--- src/sv/jsmc_pkg.sv ---
`timescale 1ns / 1ps
// ----------------------------------------------------------------------------
// jsmc_pkg
// Shared types and constants of the joystick servo mode controller.
// ----------------------------------------------------------------------------
package jsmc_pkg;

  typedef enum logic [1:0] {
    MODE_MANUAL = 2'd0,
    MODE_AUTO   = 2'd1,
    MODE_PID    = 2'd2,
    MODE_SHUT   = 2'd3
  } jsmc_mode_e;

  // command letters
  localparam logic [7:0] CHAR_A = 8'h41;
  localparam logic [7:0] CHAR_B = 8'h42;
  localparam logic [7:0] CHAR_C = 8'h43;
  localparam logic [7:0] CHAR_D = 8'h44;
  localparam logic [7:0] CHAR_E = 8'h45;
  localparam logic [7:0] CHAR_F = 8'h46;
  localparam logic [7:0] CHAR_Z = 8'h5A;

  // register indexes (byte address / 4)
  localparam logic [2:0] REG_ANGLE_LIMIT  = 3'd0;
  localparam logic [2:0] REG_ANGLE_STEP   = 3'd1;
  localparam logic [2:0] REG_REPEAT_MS    = 3'd2;
  localparam logic [2:0] REG_RECENTER_MS  = 3'd3;
  localparam logic [2:0] REG_LINK_TIMEOUT = 3'd4;

  localparam logic [6:0]  RST_ANGLE_LIMIT  = 7'd70;
  localparam logic [4:0]  RST_ANGLE_STEP   = 5'd5;
  localparam logic [15:0] RST_REPEAT_MS    = 16'd75;
  localparam logic [15:0] RST_RECENTER_MS  = 16'd10;
  localparam logic [15:0] RST_LINK_TIMEOUT = 16'd100;

  localparam logic [6:0]  ANGLE_MAX  = 7'd90;
  localparam logic [7:0]  ANGLE_OFS  = 8'd90;
  localparam logic [15:0] AGE_MAX    = 16'hFFFF;

  // pulse = floor(u*100/9) + 500, u = angle + 90, via 100*ceil(2^20/9)
  localparam logic [31:0] PULSE_MUL  = 32'd11650900;
  localparam logic [11:0] PULSE_BASE = 12'd500;
  // duty = floor((idx*1024 + 13)/26) via ceil(2^20/26)
  localparam logic [31:0] DUTY_MUL   = 32'd40330;
  localparam logic [14:0] DUTY_RND   = 15'd13;
  localparam logic [10:0] DUTY_FULL  = 11'd1024;

  typedef struct packed {
    logic [6:0]  angle_limit;
    logic [4:0]  angle_step;
    logic [15:0] repeat_ms;
    logic [15:0] recenter_ms;
    logic [15:0] link_timeout_ms;
  } jsmc_cfg_t;

  typedef struct packed {
    logic       packet_arrived;
    logic [7:0] cmd_roll;
    logic [7:0] cmd_pitch;
    logic [7:0] cmd_throttle;
  } jsmc_item_t;

  typedef struct packed {
    jsmc_mode_e        mode;
    logic signed [7:0] x_angle;
    logic signed [7:0] y_angle;
    logic [7:0]        throttle;
  } jsmc_res_t;

  typedef struct packed {
    jsmc_mode_e  mode;
    logic [11:0] x_pulse_us;
    logic [11:0] y_pulse_us;
    logic [10:0] motor_duty;
    logic        autopilot_select;
    logic        shutdown_select;
  } jsmc_out_t;

endpackage

--- src/sv/joystick_servo_mode_controller_core.sv ---
`timescale 1ns / 1ps
// an input beat passes through the input register and then the result register to become a result beat
// throughput: one tick per cycle while the result side does not stall; the state update is combinational logic
// the input register frees whenever the result register can take its beat
// reset (async, active low): mode manual, angles and ages zero,
// stored command letters C, C, A, config registers at defaults
// ----------------------------------------------------------------------------
// joystick_servo_mode_controller_core
// Per-tick mode decode, link timeout, servo stepping and motor duty.
// ----------------------------------------------------------------------------
module joystick_servo_mode_controller_core import jsmc_pkg::*; (
  input  logic        clk_i,
  input  logic        rst_ni,
  input  logic        s_axis_tvalid,
  output logic        s_axis_tready,
  input  logic [23:0] s_axis_tdata,  // cmd_roll, cmd_pitch, cmd_throttle
  input  logic        s_axis_tuser,  // packet_arrived
  output logic        m_axis_tvalid,
  input  logic        m_axis_tready,
  output logic [39:0] m_axis_tdata,  // x_pulse_us, y_pulse_us, motor_duty, zero pad
  output logic [3:0]  m_axis_tuser,  // mode, autopilot_select, shutdown_select
  input  logic        psel,
  input  logic        penable,
  input  logic        pwrite,
  input  logic [4:0]  paddr,
  input  logic [31:0] pwdata,
  output logic [31:0] prdata,
  output logic        pready
);

  jsmc_cfg_t  cfg;
  jsmc_item_t in_q;
  logic       in_valid_q;
  logic       out_valid_q;
  logic       advance;
  jsmc_res_t  res;
  jsmc_out_t  out_d, out_q;

  assign advance       = in_valid_q & (~out_valid_q | m_axis_tready);
  assign s_axis_tready = ~in_valid_q | advance;

  jsmc_apb_regs u_regs (
    .clk_i   (clk_i),
    .rst_ni  (rst_ni),
    .psel    (psel),
    .penable (penable),
    .pwrite  (pwrite),
    .paddr   (paddr),
    .pwdata  (pwdata),
    .prdata  (prdata),
    .pready  (pready),
    .cfg_o   (cfg)
  );

  always_ff @(posedge clk_i or negedge rst_ni) begin
    if (!rst_ni) begin
      in_valid_q <= 1'b0;
    end else if (s_axis_tvalid && s_axis_tready) begin
      in_valid_q <= 1'b1;
    end else if (advance) begin
      in_valid_q <= 1'b0;
    end
  end

  always_ff @(posedge clk_i) begin
    if (s_axis_tvalid && s_axis_tready) begin
      in_q.packet_arrived <= s_axis_tuser;
      in_q.cmd_roll       <= s_axis_tdata[7:0];
      in_q.cmd_pitch      <= s_axis_tdata[15:8];
      in_q.cmd_throttle   <= s_axis_tdata[23:16];
    end
  end

  jsmc_tick_update u_update (
    .clk_i     (clk_i),
    .rst_ni    (rst_ni),
    .cfg_i     (cfg),
    .item_i    (in_q),
    .advance_i (advance),
    .res_o     (res)
  );

  jsmc_out_map u_map (
    .res_i (res),
    .out_o (out_d)
  );

  always_ff @(posedge clk_i or negedge rst_ni) begin
    if (!rst_ni) begin
      out_valid_q <= 1'b0;
    end else if (advance) begin
      out_valid_q <= 1'b1;
    end else if (m_axis_tready) begin
      out_valid_q <= 1'b0;
    end
  end

  always_ff @(posedge clk_i) begin
    if (advance) begin
      out_q <= out_d;
    end
  end

  assign m_axis_tvalid = out_valid_q;
  assign m_axis_tdata  = {5'd0, out_q.motor_duty, out_q.y_pulse_us, out_q.x_pulse_us};
  assign m_axis_tuser  = {out_q.shutdown_select, out_q.autopilot_select, out_q.mode};

endmodule

--- src/sv/jsmc_apb_regs.sv ---
`timescale 1ns / 1ps
// ----------------------------------------------------------------------------
// jsmc_apb_regs
// APB configuration registers: angle limit, step, repeat, recenter, timeout.
// ----------------------------------------------------------------------------
module jsmc_apb_regs import jsmc_pkg::*; (
  input  logic        clk_i,
  input  logic        rst_ni,
  input  logic        psel,
  input  logic        penable,
  input  logic        pwrite,
  input  logic [4:0]  paddr,
  input  logic [31:0] pwdata,
  output logic [31:0] prdata,
  output logic        pready,
  output jsmc_cfg_t   cfg_o
);

  jsmc_cfg_t  cfg_q;
  logic       wr_en;
  logic [2:0] reg_idx;

  assign pready  = 1'b1;
  assign wr_en   = psel & penable & pwrite;
  assign reg_idx = paddr[4:2];
  assign cfg_o   = cfg_q;

  always_ff @(posedge clk_i or negedge rst_ni) begin
    if (!rst_ni) begin
      cfg_q.angle_limit     <= RST_ANGLE_LIMIT;
      cfg_q.angle_step      <= RST_ANGLE_STEP;
      cfg_q.repeat_ms       <= RST_REPEAT_MS;
      cfg_q.recenter_ms     <= RST_RECENTER_MS;
      cfg_q.link_timeout_ms <= RST_LINK_TIMEOUT;
    end else if (wr_en) begin
      unique case (reg_idx)
        REG_ANGLE_LIMIT:  cfg_q.angle_limit     <= pwdata[6:0];
        REG_ANGLE_STEP:   cfg_q.angle_step      <= pwdata[4:0];
        REG_REPEAT_MS:    cfg_q.repeat_ms       <= pwdata[15:0];
        REG_RECENTER_MS:  cfg_q.recenter_ms     <= pwdata[15:0];
        REG_LINK_TIMEOUT: cfg_q.link_timeout_ms <= pwdata[15:0];
        default: ;
      endcase
    end
  end

  always_comb begin
    unique case (reg_idx)
      REG_ANGLE_LIMIT:  prdata = {25'd0, cfg_q.angle_limit};
      REG_ANGLE_STEP:   prdata = {27'd0, cfg_q.angle_step};
      REG_REPEAT_MS:    prdata = {16'd0, cfg_q.repeat_ms};
      REG_RECENTER_MS:  prdata = {16'd0, cfg_q.recenter_ms};
      REG_LINK_TIMEOUT: prdata = {16'd0, cfg_q.link_timeout_ms};
      default:          prdata = 32'd0;
    endcase
  end

endmodule

--- src/sv/jsmc_tick_update.sv ---
`timescale 1ns / 1ps
// ----------------------------------------------------------------------------
// jsmc_tick_update
// Controller state and its per-tick next-state logic: ages, mode, angles.
// ----------------------------------------------------------------------------
module jsmc_tick_update import jsmc_pkg::*; (
  input  logic       clk_i,
  input  logic       rst_ni,
  input  jsmc_cfg_t  cfg_i,
  input  jsmc_item_t item_i,
  input  logic       advance_i,
  output jsmc_res_t  res_o
);

  typedef struct packed {
    logic signed [7:0] angle;
    logic [15:0]       rec;
    logic [15:0]       rep;
  } jsmc_axis_t;

  function automatic logic [15:0] sat_inc(input logic [15:0] a);
    return (a == AGE_MAX) ? a : a + 16'd1;
  endfunction

  function automatic jsmc_axis_t axis_step(
    input logic signed [7:0] a,
    input logic [15:0]       rec,
    input logic [15:0]       rep,
    input logic              centred,
    input logic [7:0]        c,
    input jsmc_cfg_t         cfg,
    input logic [6:0]        lim
  );
    logic signed [8:0] a_w;
    logic signed [8:0] s_w;
    logic signed [8:0] l_w;
    jsmc_axis_t        r;
    a_w   = {a[7], a};
    s_w   = signed'({4'd0, cfg.angle_step});
    l_w   = signed'({2'd0, lim});
    r.rec = rec;
    r.rep = rep;
    if (centred) begin
      if (rec >= cfg.recenter_ms) begin
        // walk toward zero, never past it
        if (a_w > 9'sd0) begin
          a_w = (a_w > s_w) ? a_w - s_w : 9'sd0;
        end else if (a_w < 9'sd0) begin
          a_w = (-a_w > s_w) ? a_w + s_w : 9'sd0;
        end
        r.rec = '0;
      end
    end else if (c == CHAR_A || c == CHAR_B) begin
      r.rec = '0;
      if (rep >= cfg.repeat_ms) begin
        a_w   = (c == CHAR_A) ? a_w + s_w : a_w - s_w;
        r.rep = '0;
      end
    end
    if (a_w > l_w) begin
      a_w = l_w;
    end else if (a_w < -l_w) begin
      a_w = -l_w;
    end
    r.angle = a_w[7:0];
    return r;
  endfunction

  logic [7:0]        roll_q, pitch_q, thr_q;
  logic [7:0]        roll_d, pitch_d, thr_d;
  jsmc_mode_e        mode_q, mode_d;
  logic [15:0]       link_q, link_d;
  logic signed [7:0] x_q, y_q, x_d, y_d;
  logic [15:0]       rec_x_q, rec_y_q, rep_x_q, rep_y_q;
  logic [15:0]       rec_x_d, rec_y_d, rep_x_d, rep_y_d;
  logic [6:0]        lim;
  jsmc_axis_t        ax_x, ax_y;

  assign lim = (cfg_i.angle_limit > ANGLE_MAX) ? ANGLE_MAX : cfg_i.angle_limit;

  always_comb begin
    roll_d  = roll_q;
    pitch_d = pitch_q;
    thr_d   = thr_q;
    mode_d  = mode_q;
    x_d     = x_q;
    y_d     = y_q;
    link_d  = sat_inc(link_q);
    rec_x_d = sat_inc(rec_x_q);
    rec_y_d = sat_inc(rec_y_q);
    rep_x_d = sat_inc(rep_x_q);
    rep_y_d = sat_inc(rep_y_q);
    ax_x    = '0;
    ax_y    = '0;

    if (item_i.packet_arrived) begin
      roll_d  = item_i.cmd_roll;
      pitch_d = item_i.cmd_pitch;
      thr_d   = item_i.cmd_throttle;
      link_d  = '0;
      priority if (item_i.cmd_roll == CHAR_A || item_i.cmd_roll == CHAR_B ||
                   item_i.cmd_roll == CHAR_C) begin
        mode_d = MODE_MANUAL;
      end else if (item_i.cmd_roll == CHAR_D) begin
        mode_d = MODE_AUTO;
      end else if (item_i.cmd_roll == CHAR_E) begin
        mode_d = MODE_PID;
      end else if (item_i.cmd_roll == CHAR_F) begin
        mode_d = MODE_SHUT;
      end else begin
        // any other letter keeps the mode
        mode_d = mode_q;
      end
    end

    // link loss only drops manual
    if (link_d >= cfg_i.link_timeout_ms && mode_d == MODE_MANUAL) begin
      mode_d = MODE_AUTO;
    end

    if (mode_d == MODE_MANUAL) begin
      if (mode_q != MODE_MANUAL) begin
        rep_x_d = '0;
        rep_y_d = '0;
        rec_x_d = '0;
      end
      ax_x = axis_step(x_q, rec_x_d, rep_x_d, roll_d == CHAR_C && pitch_d == CHAR_C,
                       roll_d, cfg_i, lim);
      ax_y = axis_step(y_q, rec_y_d, rep_y_d, pitch_d == CHAR_C, pitch_d, cfg_i, lim);
      x_d     = ax_x.angle;
      rec_x_d = ax_x.rec;
      rep_x_d = ax_x.rep;
      y_d     = ax_y.angle;
      rec_y_d = ax_y.rec;
      rep_y_d = ax_y.rep;
    end
  end

  always_ff @(posedge clk_i or negedge rst_ni) begin
    if (!rst_ni) begin
      roll_q  <= CHAR_C;
      pitch_q <= CHAR_C;
      thr_q   <= CHAR_A;
      mode_q  <= MODE_MANUAL;
      link_q  <= '0;
      x_q     <= '0;
      y_q     <= '0;
      rec_x_q <= '0;
      rec_y_q <= '0;
      rep_x_q <= '0;
      rep_y_q <= '0;
    end else if (advance_i) begin
      roll_q  <= roll_d;
      pitch_q <= pitch_d;
      thr_q   <= thr_d;
      mode_q  <= mode_d;
      link_q  <= link_d;
      x_q     <= x_d;
      y_q     <= y_d;
      rec_x_q <= rec_x_d;
      rec_y_q <= rec_y_d;
      rep_x_q <= rep_x_d;
      rep_y_q <= rep_y_d;
    end
  end

  assign res_o.mode     = mode_d;
  assign res_o.x_angle  = x_d;
  assign res_o.y_angle  = y_d;
  assign res_o.throttle = thr_d;

endmodule

--- src/sv/jsmc_out_map.sv ---
`timescale 1ns / 1ps
// ----------------------------------------------------------------------------
// jsmc_out_map
// Maps angles to servo pulse widths and, in manual mode, the throttle letter to motor duty.
// ----------------------------------------------------------------------------
module jsmc_out_map import jsmc_pkg::*; (
  input  jsmc_res_t res_i,
  output jsmc_out_t out_o
);

  function automatic logic [11:0] pulse(input logic signed [7:0] a);
    logic [7:0]  u;
    logic [31:0] p;
    u = a[7:0] + ANGLE_OFS;
    p = {24'd0, u} * PULSE_MUL;
    return {1'b0, p[30:20]} + PULSE_BASE;
  endfunction

  function automatic logic [10:0] duty(input logic [7:0] t);
    logic [4:0]  idx;
    logic [14:0] w;
    logic [31:0] p;
    idx = 5'(t - CHAR_A) + 5'd1;
    w   = {idx, 10'd0} + DUTY_RND;
    p   = {17'd0, w} * DUTY_MUL;
    if (t <= CHAR_A) begin
      return 11'd0;
    end else if (t > CHAR_Z) begin
      return DUTY_FULL;
    end
    return p[30:20];
  endfunction

  always_comb begin
    out_o.mode             = res_i.mode;
    out_o.x_pulse_us       = pulse(res_i.x_angle);
    out_o.y_pulse_us       = pulse(res_i.y_angle);
    out_o.motor_duty       = (res_i.mode == MODE_MANUAL) ? duty(res_i.throttle) : 11'd0;
    out_o.autopilot_select = (res_i.mode == MODE_AUTO);
    out_o.shutdown_select  = (res_i.mode == MODE_SHUT);
  end

endmodule

--- config.mk ---
export PLATFORM = sky130hd
export DESIGN_NAME = joystick_servo_mode_controller_core
export DESIGN_NICKNAME = d
export VERILOG_FILES = /design/src/sv/jsmc_pkg.sv /design/src/sv/joystick_servo_mode_controller_core.sv /design/src/sv/jsmc_apb_regs.sv /design/src/sv/jsmc_tick_update.sv /design/src/sv/jsmc_out_map.sv
export SDC_FILE = /design/constraint.sdc
export NUM_CORES = 1
export LEC_CHECK = 0
export BUFFER_PORTS_ARGS = -buffer_cell sky130_fd_sc_hd__buf_2
export CAP_MARGIN = 20
export CORE_MARGIN = 2
export CORE_UTILIZATION = 37
export CTS_BUF_LIST = sky130_fd_sc_hd__clkbuf_16
export DETAILED_ROUTE_END_ITERATION = 8
export SLEW_MARGIN = 0
export SYNTH_ARGS = -nofsm -noshare
export SYNTH_HDL_FRONTEND = slang
export SYNTH_HIERARCHICAL = 1
export SYNTH_SLANG_ARGS = --single-unit
--- constraint.sdc ---
create_clock -name clk_i -period 28.5 [get_ports clk_i]
set_input_delay 5.7 -clock clk_i [delete_from_list [all_inputs] [get_ports clk_i]]
set_output_delay 5.7 -clock clk_i [all_outputs]
set_load 0.02 [all_outputs]
======== Word-level counts from Yosys, hierarchy flattened ========
Index checks and enable logic that the tools add are counted.
word-level totals
  bits in registers ....................... 248
  bits in latches ......................... 0
  bits in writable memories ............... 0
  bits in read-only memories .............. 0
  bits of input ports ..................... 69
  memories ................................ 0
operators by class
  add/sub/neg operators ................... 19
  multipliers ............................. 3
  divide/modulo/power cells ............... 0
  order comparisons ....................... 20
  eq/ne operators ......................... 23
  shift operators ......................... 0
  muxes and demuxes ....................... 72
  bitwise gates (word level) .............. 7
  reductions and logical operators ........ 18
operators by type and width
  kind                                                                   number
  16-bit 2-to-1 mux                                                      24
  9-bit 2-to-1 mux                                                       20
  8-bit by 7-bit == test with 1-bit output, second input constant        12
  16-bit by 1-bit adder with 16-bit output, second input constant        5
  16-bit == test, second input constant                                  5
  16-bit >= comparator                                                   5
  16-bit case mux with 5 select lines                                    1
  8-bit 2-to-1 mux                                                       9
  32-bit 2-to-1 mux                                                      2
  8-bit by 22-bit multiplier with 29-bit output, second input constant   2
  11-bit 2-to-1 mux                                                      3
  15-bit by 15-bit multiplier with 30-bit output, second input constant  1
  11-bit by 9-bit adder with 12-bit output, second input constant        2
  8-bit by 6-bit adder with 9-bit output                                 2
  9-bit by 6-bit > comparator with 1-bit output                          2
  9-bit by 8-bit > comparator with 1-bit output                          2
  9-bit < comparator                                                     2
  8-bit negator with 9-bit output                                        2
  8-bit by 6-bit subtractor with 9-bit output                            2
  8-bit by 7-bit adder with 8-bit output, second input constant          2
  8-bit by 1-bit > comparator with 1-bit output, second input constant   2
  8-bit by 6-bit > comparator with 1-bit output                          2
  8-bit by 1-bit < comparator with 1-bit output, second input constant   2
  15-bit by 4-bit adder with 15-bit output, second input constant        1
  23 further kinds                                                       50

======== Logic depth before layout (Yosys ltp) ========
  word-level depth ........................ 23
  mapped depth ............................ 62

======== Cells and area by module ========
The synthesis kept the hierarchy.
by module, submodules not included
  module                               times used  cells each  area each (sq um)
  jsmc_tick_update                     1           1,610       13,053.8
  jsmc_out_map                         1           878         7,532.2
  jsmc_apb_regs                        1           223         2,997.9
  joystick_servo_mode_controller_core  1           78          2,067.0

======== Worst setup path after synthesis ========
Ideal clock, no wire load.
  kind .................................... input to output
  start point ............................. in paddr[3]
  end point ............................... out prdata[5]
  arrival time ............................ 6.889 ns
  data required time ...................... 22.800 ns
  setup slack ............................. 15.911 ns
  stages on the path ...................... 5
  buffers on the path ..................... 3
  path through ............................ buf_6 > clkbuf_1 > clkbuf_1 > nand3_1 > o22ai_1
between the ends
  longest elaborated chain between the ends .. 2
  elaborated cells between the ends (all ways) .. 6
ends and longest elaborated chain
  what                                     RTL line                                   source
  from (decl)                              joystick_servo_mode_controller_core.sv:25  input logic [4:0] paddr,
  3-bit == test (tied with other cells)    jsmc_apb_regs.sv:48                        unique case (reg_idx)
  16-bit case mux with 5 select lines (*)  jsmc_apb_regs.sv:48
  to (decl)                                joystick_servo_mode_controller_core.sv:27  output logic [31:0] prdata,
Every way passes the cells marked *; elsewhere a longest branch is shown, timed or not.

==> flow_summary.json <==
{
  "die-area_um2": 71400,
  "gp_congestion": 0.895,
  "start_util_pct": 37.4,
  "async_flop_share_pct": 74.2,
  "worstPathRequired_ps": 28780,
  "drc": 0,
  "grt_pass1_vias": 19400,
  "track_usage_pct": 17.8,
  "io_pins": 148,
  "layout.nets": 3360,
  "cp_max_fo": 12,
  "finClkSkew_ps": 35.9,
  "final_cell_mix": "ha_1 (362), inv_1 (305), nor2_1 (220)",
  "grt_first_pass_wirelength_um": 103000,
  "cts-root-buf": "clkbuf_16",
  "num_rows": 96,
  "tritoncts": "built",
  "areaGrowthSynthToFinish_pct": 9.37,
  "r2r_slack_ps": 14490,
  "rsz0062_at_grt": "false",
  "post_cts_resized": 0,
  "critPathMaxStageDelay_ps": 570,
  "timing.final.crit_share_pct": 49.2,
  "yosys.area.top_type_share_pct": 17.7,
  "ys_top_cells_by_area": "ha_1 (18%), dfrtp_1 (16%), edfxtp_1 (7.5%), fa_1 (6.5%), mux2_2 (4.9%)",
  "synth_top_cell_by_area": "ha_1",
  "hold_viol_final": 0,
  "routed_wl_um": 63100,
  "path_buf_inv": 6,
  "post-route-util_pct": 40.9,
  "worstMarginPinSlew_ps": 1100,
  "grt_overflow_total": 0,
  "synth_flop_cell": "dfrtp_1",
  "first_pass_iters": 5,
  "crit_family": "compound AO/OA/AOI/OAI gates",
  "syn_area_um2": 25700,
  "via_per_inst": 5.24,
  "cp_common_cell": "ha_1",
  "synth-warning-count": 6,
  "r2r-end": "m_axis_tdata[22]",
  "dp_hpwl_um": 48400,
  "vias": 19900,
  "worstHoldPathType": "flop to flop",
  "crit_arrival_ps": 14290,
  "worstHoldEndpoint": "u_update/thr_q[5]",
  "reg2reg_from": "u_update/rec_y_q[0]",
  "hold_buffers": 0,
  "fin_tns_setup_ps": 0,
  "postSynthAreaPerCell_um2": 9.20,
  "layout_commonest_cell": "ha_1",
  "synth-seq-cells": 248,
  "grt_max_degree": 72,
  "core_um2": 68600,
  "max_freq_ghz": 0.0714,
  "drtIter0Drc": 1130,
  "ant_nets": 0,
  "post_cts_buffers": 0,
  "endpoint_kind": "flop",
  "synth_edf_count": 64,
  "diodes": 0,
  "critPathSlowestCell": "fa_1",
  "maxSlewViolCount": 0,
  "clockBufferDepth": 3,
  "finalSetupViolCount": 0,
  "cts_buffers": 34,
  "seq_area_frac_synth_pct": 25.5,
  "drv_cap": 0,
  "die_h_um": 267,
  "startpoint_type": "flop",
  "portBuffers": 107,
  "insertion_delay_ps": 570,
  "wire_per_inst_um": 16.6,
  "h-tree-depth": 2,
  "drive_gt1_share_pct": 13.5,
  "reg2regPathDepth": 60,
  "hold_depth": 2,
  "clkTransAtPathRegs_ps": 60,
  "post-route-min-period_ps": 14010,
  "crit_type": "flop to flop",
  "holdCritStartpoint": "u_update/thr_q[5]",
  "status": "completed",
  "ys_types": 114,
  "holdWs_ps": 505,
  "clkSinkCount": 248,
  "synthCells": 2789,
  "die-width_um": 267,
  "n_fill_cell": 6870,
  "antenna_found_initial": 0,
  "slew-limit-headroom_pct": 26.6
}
-- area by class of cell --
class	count	area (um2)	area share, %
timing repair buffer	123	664	2.37
inverter	302	1130	4.04
multi-input combinational	2137	17400	62.1
clock inverter	28	278	0.990
sequential	248	6550	23.4
clock buffer	34	851	3.03
tap	931	1160	4.15
-- worst max-delay path by stage --
stage,cells past startpoint,end,startpoint
2_1_floorplan,5,prdata[5],paddr[3]
3_3_place_gp,60,m_axis_tdata[22],u_update/rec_y_q[0]
3_5_place_dp,60,m_axis_tdata[22],u_update/rec_y_q[0]
4_1_cts,60,m_axis_tdata[22],u_update/rec_y_q[0]
5_1_grt,60,m_axis_tdata[22],u_update/rec_y_q[0]
6_report,60,m_axis_tdata[22],u_update/rec_y_q[0]
-- state kept, by name, indices dropped and copies added, names as in the netlist, 8 cells and up --
| name | count |
|---|---|
| u_regs/cfg_o | 60 |
| m_axis_tdata | 35 |
| in_q | 25 |
| u_update/link_q | 16 |
| u_update/rec_x_q | 16 |
| u_update/rec_y_q | 16 |
| u_update/rep_x_q | 16 |
| u_update/rep_y_q | 16 |
| u_update/pitch_q | 8 |
| u_update/roll_q | 8 |
| u_update/thr_q | 8 |
| u_update/x_q | 8 |
| u_update/y_q | 8 |
-- metrics by stage --
step / instance area, um2 / worst slack [ps] / cells
after CTS: 28100 / 14430 / 3803
after global placement: 26900 / 14670 / 3741
final: 28100 / 14490 / 3803
after floorplan: 25700 / 15910 / 2808
after detailed placement: 26900 / 14510 / 3741
after global routing: 28100 / 13120 / 3803
-- kinds of logic (layout without fill, tap and decap cells) --
logic type	after synthesis	count (layout)	share of synthesized area, %
compound gates	592	592	15.8
xor+xnor	139	139	4.86
flops	248	248	25.5
mux	178	178	7.77
other cells	3	22	0.0439
fa+ha+maj	445	445	24.1
buf+inv	423	487	6.89
simple gates	761	761	15.0
-- cells in the mapped netlist, types with 12 or more instances --
cell / instances
o21a_1: 33
a31o_2: 12
inv_1: 301
a21oi_1: 131
or3_1: 17
o2bb2ai_1: 22
buf_4: 29
xor2_1: 51
nand2_1: 177
ha_1: 362
a21o_1: 48
a211o_1: 12
nor2_1: 220
nor2b_1: 35
a31oi_1: 27
and3_1: 27
nand4_1: 27
o22ai_1: 18
dfrtp_1: 162
clkbuf_1: 76
edfxtp_1: 64
o211ai_1: 13
dfstp_2: 22
nand2b_1: 32
nor3_1: 55
o21ai_0: 119
mux2_4: 13
nor4_1: 18
o31ai_1: 16
a22o_1: 12
xnor2_1: 85
mux2_2: 112
and2_1: 15
or2_2: 12
nand3_1: 64
mux2i_1: 50
a211oi_1: 26
fa_1: 83
-- per-layer routing --
layer	routed length (um)	track usage, %	vias to the layer above
met2	29500	29.8	303
met1	30100	24.1	9562
met3	2090	2.09	70
met4	1470	4.87	0
li1	-	-	9985
met5	0	0	-
-- tightest hold or removal path: cells and delay by family, from the launching register on --
kind | cells | cell delay (ps)
flip-flops | 1 | 340
AND/OR/NAND/NOR | 2 | 130
Power is left out: the tool's default activity adds up to more than one toggle a clock period on the data nets, which glitch-free logic cannot reach.
